`config.mk`:
```
export PLATFORM = sky130hd
export DESIGN_NAME = aesks_keyexp
export DESIGN_NICKNAME = d
export VERILOG_FILES = /design/src/rtl/aesks_pkg.sv /design/src/rtl/aesks_keyexp.sv
export SDC_FILE = /design/constraint.sdc
export NUM_CORES = 2
export LEC_CHECK = 0
export BUFFER_PORTS_ARGS = -buffer_cell sky130_fd_sc_hd__buf_2
export CORE_MARGIN = 4
export CORE_UTILIZATION = 55
export DETAILED_ROUTE_END_ITERATION = 10
export HOLD_SLACK_MARGIN = 0.1
export PLACE_DENSITY = 0.72
export SETUP_SLACK_MARGIN = 0.1
export SLEW_MARGIN = 25
export SYNTH_ARGS = -nofsm -noshare
export SYNTH_HDL_FRONTEND = slang
export SYNTH_SLANG_ARGS = --single-unit
```
`constraint.sdc`:
```
create_clock -name clk -period 24.5 [get_ports clk]
set_input_delay 4.9 -clock clk [delete_from_list [all_inputs] [get_ports clk]]
set_output_delay 4.9 -clock clk [all_outputs]
set_load 0.01 [all_outputs]
```
`src/rtl/aesks_pkg.sv`:
```
package aesks_pkg;

    // Default configuration
    localparam int DEF_ROUNDS    = 10;
    localparam int DEF_MAX_BYTES = 1024;
    localparam int MAX_BLOCKS    = 64;

    // Seed register indexes
    localparam logic [1:0] REG_SEED0 = 2'd0;
    localparam logic [1:0] REG_SEED1 = 2'd1;
    localparam logic [1:0] REG_SEED2 = 2'd2;
    localparam logic [1:0] REG_SEED3 = 2'd3;

    // Sequencer states
    typedef enum logic [2:0] {
        ST_IDLE,
        ST_BLOCK,
        ST_OUT,
        ST_REKEY_LO,
        ST_REKEY_HI,
        ST_EXPAND
    } state_t;

    localparam logic [7:0] SBOX [256] = '{
        8'h63,8'h7c,8'h77,8'h7b,8'hf2,8'h6b,8'h6f,8'hc5,8'h30,8'h01,8'h67,8'h2b,8'hfe,8'hd7,8'hab,8'h76,
        8'hca,8'h82,8'hc9,8'h7d,8'hfa,8'h59,8'h47,8'hf0,8'had,8'hd4,8'ha2,8'haf,8'h9c,8'ha4,8'h72,8'hc0,
        8'hb7,8'hfd,8'h93,8'h26,8'h36,8'h3f,8'hf7,8'hcc,8'h34,8'ha5,8'he5,8'hf1,8'h71,8'hd8,8'h31,8'h15,
        8'h04,8'hc7,8'h23,8'hc3,8'h18,8'h96,8'h05,8'h9a,8'h07,8'h12,8'h80,8'he2,8'heb,8'h27,8'hb2,8'h75,
        8'h09,8'h83,8'h2c,8'h1a,8'h1b,8'h6e,8'h5a,8'ha0,8'h52,8'h3b,8'hd6,8'hb3,8'h29,8'he3,8'h2f,8'h84,
        8'h53,8'hd1,8'h00,8'hed,8'h20,8'hfc,8'hb1,8'h5b,8'h6a,8'hcb,8'hbe,8'h39,8'h4a,8'h4c,8'h58,8'hcf,
        8'hd0,8'hef,8'haa,8'hfb,8'h43,8'h4d,8'h33,8'h85,8'h45,8'hf9,8'h02,8'h7f,8'h50,8'h3c,8'h9f,8'ha8,
        8'h51,8'ha3,8'h40,8'h8f,8'h92,8'h9d,8'h38,8'hf5,8'hbc,8'hb6,8'hda,8'h21,8'h10,8'hff,8'hf3,8'hd2,
        8'hcd,8'h0c,8'h13,8'hec,8'h5f,8'h97,8'h44,8'h17,8'hc4,8'ha7,8'h7e,8'h3d,8'h64,8'h5d,8'h19,8'h73,
        8'h60,8'h81,8'h4f,8'hdc,8'h22,8'h2a,8'h90,8'h88,8'h46,8'hee,8'hb8,8'h14,8'hde,8'h5e,8'h0b,8'hdb,
        8'he0,8'h32,8'h3a,8'h0a,8'h49,8'h06,8'h24,8'h5c,8'hc2,8'hd3,8'hac,8'h62,8'h91,8'h95,8'he4,8'h79,
        8'he7,8'hc8,8'h37,8'h6d,8'h8d,8'hd5,8'h4e,8'ha9,8'h6c,8'h56,8'hf4,8'hea,8'h65,8'h7a,8'hae,8'h08,
        8'hba,8'h78,8'h25,8'h2e,8'h1c,8'ha6,8'hb4,8'hc6,8'he8,8'hdd,8'h74,8'h1f,8'h4b,8'hbd,8'h8b,8'h8a,
        8'h70,8'h3e,8'hb5,8'h66,8'h48,8'h03,8'hf6,8'h0e,8'h61,8'h35,8'h57,8'hb9,8'h86,8'hc1,8'h1d,8'h9e,
        8'he1,8'hf8,8'h98,8'h11,8'h69,8'hd9,8'h8e,8'h94,8'h9b,8'h1e,8'h87,8'he9,8'hce,8'h55,8'h28,8'hdf,
        8'h8c,8'ha1,8'h89,8'h0d,8'hbf,8'he6,8'h42,8'h68,8'h41,8'h99,8'h2d,8'h0f,8'hb0,8'h54,8'hbb,8'h16
    };

    function automatic logic [7:0] xtime(input logic [7:0] x);
        return {x[6:0], 1'b0} ^ (x[7] ? 8'h1b : 8'h00);
    endfunction

    // State byte m sits at bits [8m+7:8m]
    function automatic logic [127:0] sub_shift(input logic [127:0] s);
        logic [127:0] t;
        int src;
        t = '0;
        for (int c = 0; c < 4; c++) begin
            for (int r = 0; r < 4; r++) begin
                src = (((c + r) % 4) * 4) + r;
                t[8*(c*4+r) +: 8] = SBOX[s[8*src +: 8]];
            end
        end
        return t;
    endfunction

    function automatic logic [127:0] mix_columns(input logic [127:0] s);
        logic [127:0] t;
        logic [7:0]   a0, a1, a2, a3, all;
        t = '0;
        for (int c = 0; c < 4; c++) begin
            a0  = s[8*(4*c)   +: 8];
            a1  = s[8*(4*c+1) +: 8];
            a2  = s[8*(4*c+2) +: 8];
            a3  = s[8*(4*c+3) +: 8];
            all = a0 ^ a1 ^ a2 ^ a3;
            t[8*(4*c)   +: 8] = a0 ^ all ^ xtime(a0 ^ a1);
            t[8*(4*c+1) +: 8] = a1 ^ all ^ xtime(a1 ^ a2);
            t[8*(4*c+2) +: 8] = a2 ^ all ^ xtime(a2 ^ a3);
            t[8*(4*c+3) +: 8] = a3 ^ all ^ xtime(a3 ^ a0);
        end
        return t;
    endfunction

    function automatic logic [31:0] sub_word(input logic [31:0] w);
        return {SBOX[w[31:24]], SBOX[w[23:16]], SBOX[w[15:8]], SBOX[w[7:0]]};
    endfunction

endpackage

```
`src/rtl/aesks_keyexp.sv`:
```
module aesks_keyexp #(
    parameter int ROUNDS = aesks_pkg::DEF_ROUNDS
) (
    input  logic         clk,
    input  logic         rst_n,
    input  logic         start,
    input  logic [255:0] key,
    input  logic [3:0]   rd_idx,
    output logic [127:0] rd_data,
    output logic         busy,
    output logic         done
);

    localparam bit WIDE  = (ROUNDS == 14);
    localparam int NR    = WIDE ? 14 : 10;
    localparam int NK    = WIDE ? 8 : 4;
    localparam int TOTAL = 4 * (NR + 1);

    logic         busy_reg;
    logic         done_reg;
    logic [5:0]   i_reg;
    logic [7:0]   rcon_reg;
    logic [31:0]  win_reg [8];
    logic [127:0] rk_reg [15];

    logic [31:0] prev_w;
    logic [31:0] t_w;
    logic [31:0] new_w;
    logic        rot_step;
    logic        sub_step;

    // Next schedule word from the sliding window
    always_comb
    begin
        prev_w   = win_reg[NK-1];
        rot_step = ((i_reg % NK) == 6'd0);
        sub_step = WIDE && ((i_reg % NK) == 6'd4);
        if (rot_step)
        begin
            t_w = aesks_pkg::sub_word({prev_w[7:0], prev_w[31:8]}) ^ {24'd0, rcon_reg};
        end
        else if (sub_step)
        begin
            t_w = aesks_pkg::sub_word(prev_w);
        end
        else
        begin
            t_w = prev_w;
        end
        new_w = win_reg[0] ^ t_w;
    end

    assign rd_data = rk_reg[rd_idx];
    assign busy    = busy_reg;
    assign done    = done_reg;

    // Control
    always_ff @(posedge clk or negedge rst_n)
    begin
        if (!rst_n)
        begin
            busy_reg <= 1'b0;
            done_reg <= 1'b0;
            i_reg    <= '0;
            rcon_reg <= 8'h01;
        end
        else
        begin
            done_reg <= 1'b0;
            if (start)
            begin
                busy_reg <= 1'b1;
                i_reg    <= 6'(NK);
                rcon_reg <= 8'h01;
            end
            else if (busy_reg)
            begin
                i_reg <= i_reg + 6'd1;
                if (rot_step)
                begin
                    rcon_reg <= aesks_pkg::xtime(rcon_reg);
                end
                if (i_reg == 6'(TOTAL - 1))
                begin
                    busy_reg <= 1'b0;
                    done_reg <= 1'b1;
                end
            end
        end
    end

    // Window and round key store
    always_ff @(posedge clk)
    begin
        if (start)
        begin
            for (int k = 0; k < 8; k++)
            begin
                win_reg[k] <= key[32*k +: 32];
            end
            rk_reg[0] <= key[127:0];
            if (WIDE)
            begin
                rk_reg[1] <= key[255:128];
            end
        end
        else if (busy_reg)
        begin
            for (int k = 0; k < NK - 1; k++)
            begin
                win_reg[k] <= win_reg[k+1];
            end
            win_reg[NK-1] <= new_w;
            if (i_reg[1:0] == 2'd3)
            begin
                rk_reg[i_reg[5:2]] <= {new_w, win_reg[NK-1], win_reg[NK-2], win_reg[NK-3]};
            end
        end
    end

endmodule

```
Word-level counts from Yosys, hierarchy flattened. Memories as Yosys holds them, arrays and structs flattened. Index checks and enable logic that the tools add are counted.

Register bits after elaboration: 16. Bits in writable memories: 2176. Memories: 6. Word-level logic and storage cells: 70. Memory bits (read-only): 8192. Input port bits: 263.

Memories: (name not given) (words 256, bits a word 8, rd ports 1, clocked after Yosys merged registers in 0, wr ports 0, line aesks_pkg.sv:80) `return {SBOX[w[31:24]], SBOX[w[23:16]], SBOX[w[15:8]], SBOX[w[7:0]]};`; (name not given) (words 256, bits a word 8, rd ports 1, clocked after Yosys merged registers in 0, wr ports 0, line aesks_pkg.sv:80); (name not given) (words 256, bits a word 8, rd ports 1, clocked after Yosys merged registers in 0, wr ports 0, line aesks_pkg.sv:80); (name not given) (words 256, bits a word 8, rd ports 1, clocked after Yosys merged registers in 0, wr ports 0, line aesks_pkg.sv:80); rk_reg (words 15, bits a word 128, rd ports 1, clocked after Yosys merged registers in 0, wr ports 1, line aesks_keyexp.sv:24) `logic [127:0] rk_reg [15];`; win_reg (words 8, bits a word 32, rd ports 4, clocked after Yosys merged registers in 0, wr ports 8, line aesks_keyexp.sv:23) `logic [31:0] win_reg [8];`.

Reductions and logical operators: 5. Mux-type cells: 37. Add/subtract/negate cells: 1. Bitwise gates (word level): 11. Equal/unequal tests: 2. $lt $le $gt $ge: 4.

Operators with widths (count): two-way mux 32 bit (5); two-way mux 128 bit (1); OR reduction 128 bit (1); two-way mux 8 bit (11); greater-or-equal comparator 9 bit (second input constant) (4); inverter 8 -> 9 bit (4); zero test 32 bit (1); XOR 32 bit (1); XOR 32 x 8 -> 32 bit (1); two-way mux 1 bit (16); two-way mux 6 bit (2); XOR 8 x 5 -> 8 bit (1); adder 6 x 1 -> 6 bit (second input constant) (1); equality test 6 bit (second input constant) (1); two-way mux 5 bit (1); two-way mux 4 bit (1); bitwise OR 1 bit (4); nonzero test 2 bit (2); equality test 2 bit (second input constant) (1); AND reduction 2 bit (1).

Logic depth before layout (Yosys ltp). An unclocked memory read counts as a cell.

Depth after elaboration: 9. Mapped depth: 14. Mapped depth without buffers: 10.

Worst setup path after synthesis. No wires, ideal clock.

Kind: input-to-reg. Start: input start. End: memory rk_reg[5][0] (enable). Setup slack: 9.252 ns. Arrival: 14.476 ns. Cell stages on the path: 6. Data required time: 23.728 ns. Path buffers: 2. Setup time: 0.772 ns. Cells stage by stage: clkbuf_1 nor2b_1 and2_1 clkbuf_1 nand2_1 nor3_1.

Longest elaborated chain between the ends: 4.

RTL lines: start, declared (line aesks_keyexp.sv:6) `input logic start,`; two-way mux 1 bit (line aesks_keyexp.sv:95) `if (start)`; two-way mux 1 bit (implied by the code) (line aesks_keyexp.sv:116) `rk_reg[i_reg[5:2]] <= {new_w, win_reg[NK-1], win_reg[NK-2], win_reg[NK-3]};`; OR reduction 128 bit (no source line); two-way mux 4 bit (no source line) / two-way mux 1 bit (equally long branches); end, declared (line aesks_keyexp.sv:24).

Parallel ways exist; a longest one is shown, timed or not.

Final worst setup path.
Start: input rd_idx[0]. End: output rd_data[72].

Longest elaborated chain between the ends: 1.

RTL lines: start, declared (line aesks_keyexp.sv:8) `input logic [3:0] rd_idx,`; memory read (15 x 128 bit); end, declared (line aesks_keyexp.sv:9) `output logic [127:0] rd_data,`.

No other way between the ends.

==> metrics.md <==
| Metric | Value |
|---|---|
| Status | finished, final reports clean |
| TritonCTS buffer count | 197 |
| DPL Wire Length | 175 mm |
| Worst skew pair latency | 0.85 ns |
| TritonCTS Sinks | 2064 |
| Initial DRC count | 9582 |
| CTS tree | yes |
| Detailed Routing Iterations Pass 1 | 6 |
| Register area share after synthesis | 65.6% |
| Clock Tree Buf Depth | 3 |
| Vias in the first global route | 57800 |
| Slew HR | 24.3% |
| Commonest non-fill, non-tap cell in the layout | edfxtp_1 |
| Synthesized area | 0.0943 sq mm |
| Peak supply drop | 0.0549 mV |
| Worst Reg-to-Reg Cells | 11 |
| Hold path cells | 2 |
| Non-Filler Instances | 8645 |
| Flop2flop setup slack | 18.61 ns |
| Cells taking the most area after synthesis | edfxtp_1, mux4_2, nand2_1, o21ai_0, mux2i_1 |
| Clock transition at path regs | 0.06 ns |
| Core ar. | 0.170 sq mm |
| Final hold viol count | 0 |
| Arrival @ worst endpoint | 9.28 ns |
| CP required | 19.60 ns |
| # setup viols final | 0 |
| Layout cell share with drive strength beyond 1 | 21.6% |
| Highest Clock Rate | 0.0705 GHz |
| Synth cell types | 96 |
| Placed Area | 0.0979 sq mm |
| Yosys top cell area share | 65.2% |
| Final net count | 6564 |
| Post-CTS Setup Bufs | 0 |
| Hold crit path type | reg -> reg |
| # rows | 151 |
| Routed len/inst | 33.8 microns |
| Post-Route WL | 292 mm |
| Post-Synthesis Cells | 6107 |
| Die ar. | 0.178 sq mm |
| RSZ-0062 raised after global routing | no |
| CP max FO | 109 |
| Final core occ | 61.3% |
| Port Buf Inserts | 264 |
| Register area | 0.0619 sq mm |
| Syn Nets | 6432 |
| P_leak | 34.8 nW |
| Initial Utilization | 55.5% |
| Initial antenna violation count | 55 |
| Clock skew | 0.0384 ns |
| Most used DFF post-synth | edfxtp_1 |
| Via count | 59600 |
| Global-route wire length before repair | 418 mm |
| Clock root cell | clkbuf_16 |
| Overall Power | 9.77 mW |
| Actual slew at the worst max-slew pin | 1.14 ns |
| Antenna-violating nets left | 0 |
| Ports | 393 |
| Post-synth ARST share | 0.775% |
| Post-cts sizing count | 0 |
| Warnings from Yosys | 0 |
| Die H | 422 microns |
| Overall global routing resource usage | 32.5% |
| Final Cell Area | 0.104 sq mm |
| Hold Buf Count CTS | 0 |
| Post-synthesis register bit count | 2064 |
| H-Tree Level Count | 4 |
| Most frequent cells in the layout | edfxtp_1, nand2_1, mux4_2, o21ai_0, buf_2 |
| Slew Limit Fails | 0 |
| Synthesized area per cell | 15.4 sq um |
| Maxcap violations | 0 |
| Residual DRC count | 0 |
| Post-synth EDFFs | 2048 |
| Worst Setup Start Kind | input pin |
| Pwr Density | 93.8 mW/mm^2 |
| # fillers | 12200 |
| Die W | 422 microns |
| Gr ovfl total | 0 |
| Yosys top cell by area | edfxtp_1 |
| Largest net degree at the start of global routing | 171 |
| Final Cycle Share | 57.9% |
| Setup crit end kind | output pin |
| Multi-input logic area | 0.0303 sq mm |
| Setup tns final | 0 ns |
| Vias/cell | 6.89 |
| Flip-flop count of the largest register after layout | 1920 |
| Dpl cells | 8258 |
| Final Critical Period | 14.18 ns |
| GPL Wtd Cong | 0.984 |
| WS Path Type | in -> out |
| Syn-to-layout area delta | 10.4% |
-- area by class of cell --
type                            count  share of cell area (%)
Antenna cell                       39                  0.0938
Multi-Input combinational cell   3499                    29.1
Inverter                           47                   0.169
Tap cell                         2218                    2.67
Sequential cell                  2064                    59.5
Timing Repair Buffer              430                    2.60
Clock inverter                     93                   0.837
Clock buffer                      255                    5.03
-- path summary, 6_finish.rpt --
| kind | from | to |
|---|---|---|
| min in group asynchronous | rst_n | rcon_reg[5] |
| max in group asynchronous | rst_n | rcon_reg[0] |
| setup / recovery | rd_idx[0] | rd_data[72] |
| setup reg to reg | win_reg[0][105] | rk_reg[10][101] |
| hold / removal | rcon_reg[0] | rcon_reg[0] |
| hold reg to reg | rcon_reg[0] | rcon_reg[0] |
-- metal layers --
| layer | routed length (microns) | vias to the layer above | share of wire (%) | GRT usage (%) |
|---|---|---|---|---|
| li1 | - | 24500 | - | - |
| met1 | 108000 | 30400 | 37 | 45.1 |
| met2 | 136000 | 3961 | 47 | 49.2 |
| met3 | 28500 | 763 | 9.8 | 5.17 |
| met4 | 19900 | 4 | 6.8 | 19.7 |
| met5 | 21 | - | 0.0072 | 0 |
-- critical path: stages --
cell and delay, ns:
buf_8 0.60, buf_12 0.72, buf_12 0.59, buf_4 0.85, mux4_2 0.60, mux4_2 0.54
buf_2 0.18
-- cells in the mapped netlist, types with 36 or more instances --
cell	number
clkbuf_1	281
o21ai_0	384
nand2b_1	92
buf_1	87
a31oi_1	56
nor3_1	80
nor2_1	209
ha_1	62
o211ai_1	36
mux4_2	586
mux2i_1	165
o311ai_0	38
a21oi_1	165
nand2_1	824
a211oi_1	47
buf_2	107
edfxtp_1	2048
nor2b_1	78
nand3_1	93
-- kinds of logic after synthesis --
| group | synth area share (%) |
|---|---|
| xor+xnor | 0.381 |
| mux | 15.9 |
| flops | 65.6 |
| compound gates | 7.42 |
| fa+ha+maj | 0.823 |
| simple gates | 7.44 |
| buf+inv | 2.42 |
-- power by group --
group          total (mW)  switching (mW)  internal (mW)
logic                2.84            1.88          0.958
clock network        2.90            1.29           1.61
registers            4.04          0.0528           3.98
total                9.77            3.22           6.55
-- metrics by stage --
stage / hold slack, ns / setup WS [ns]
2_1_floorplan: 0.495 / 9.25
3_3_place_gp: 0.515 / 10.06
3_5_place_dp: 0.518 / 10.09
4_1_cts: 0.528 / 10.09
5_1_grt: 0.570 / 9.84
6_report: 0.529 / 10.32
Note: power is estimated with default switching activity, not from simulation.
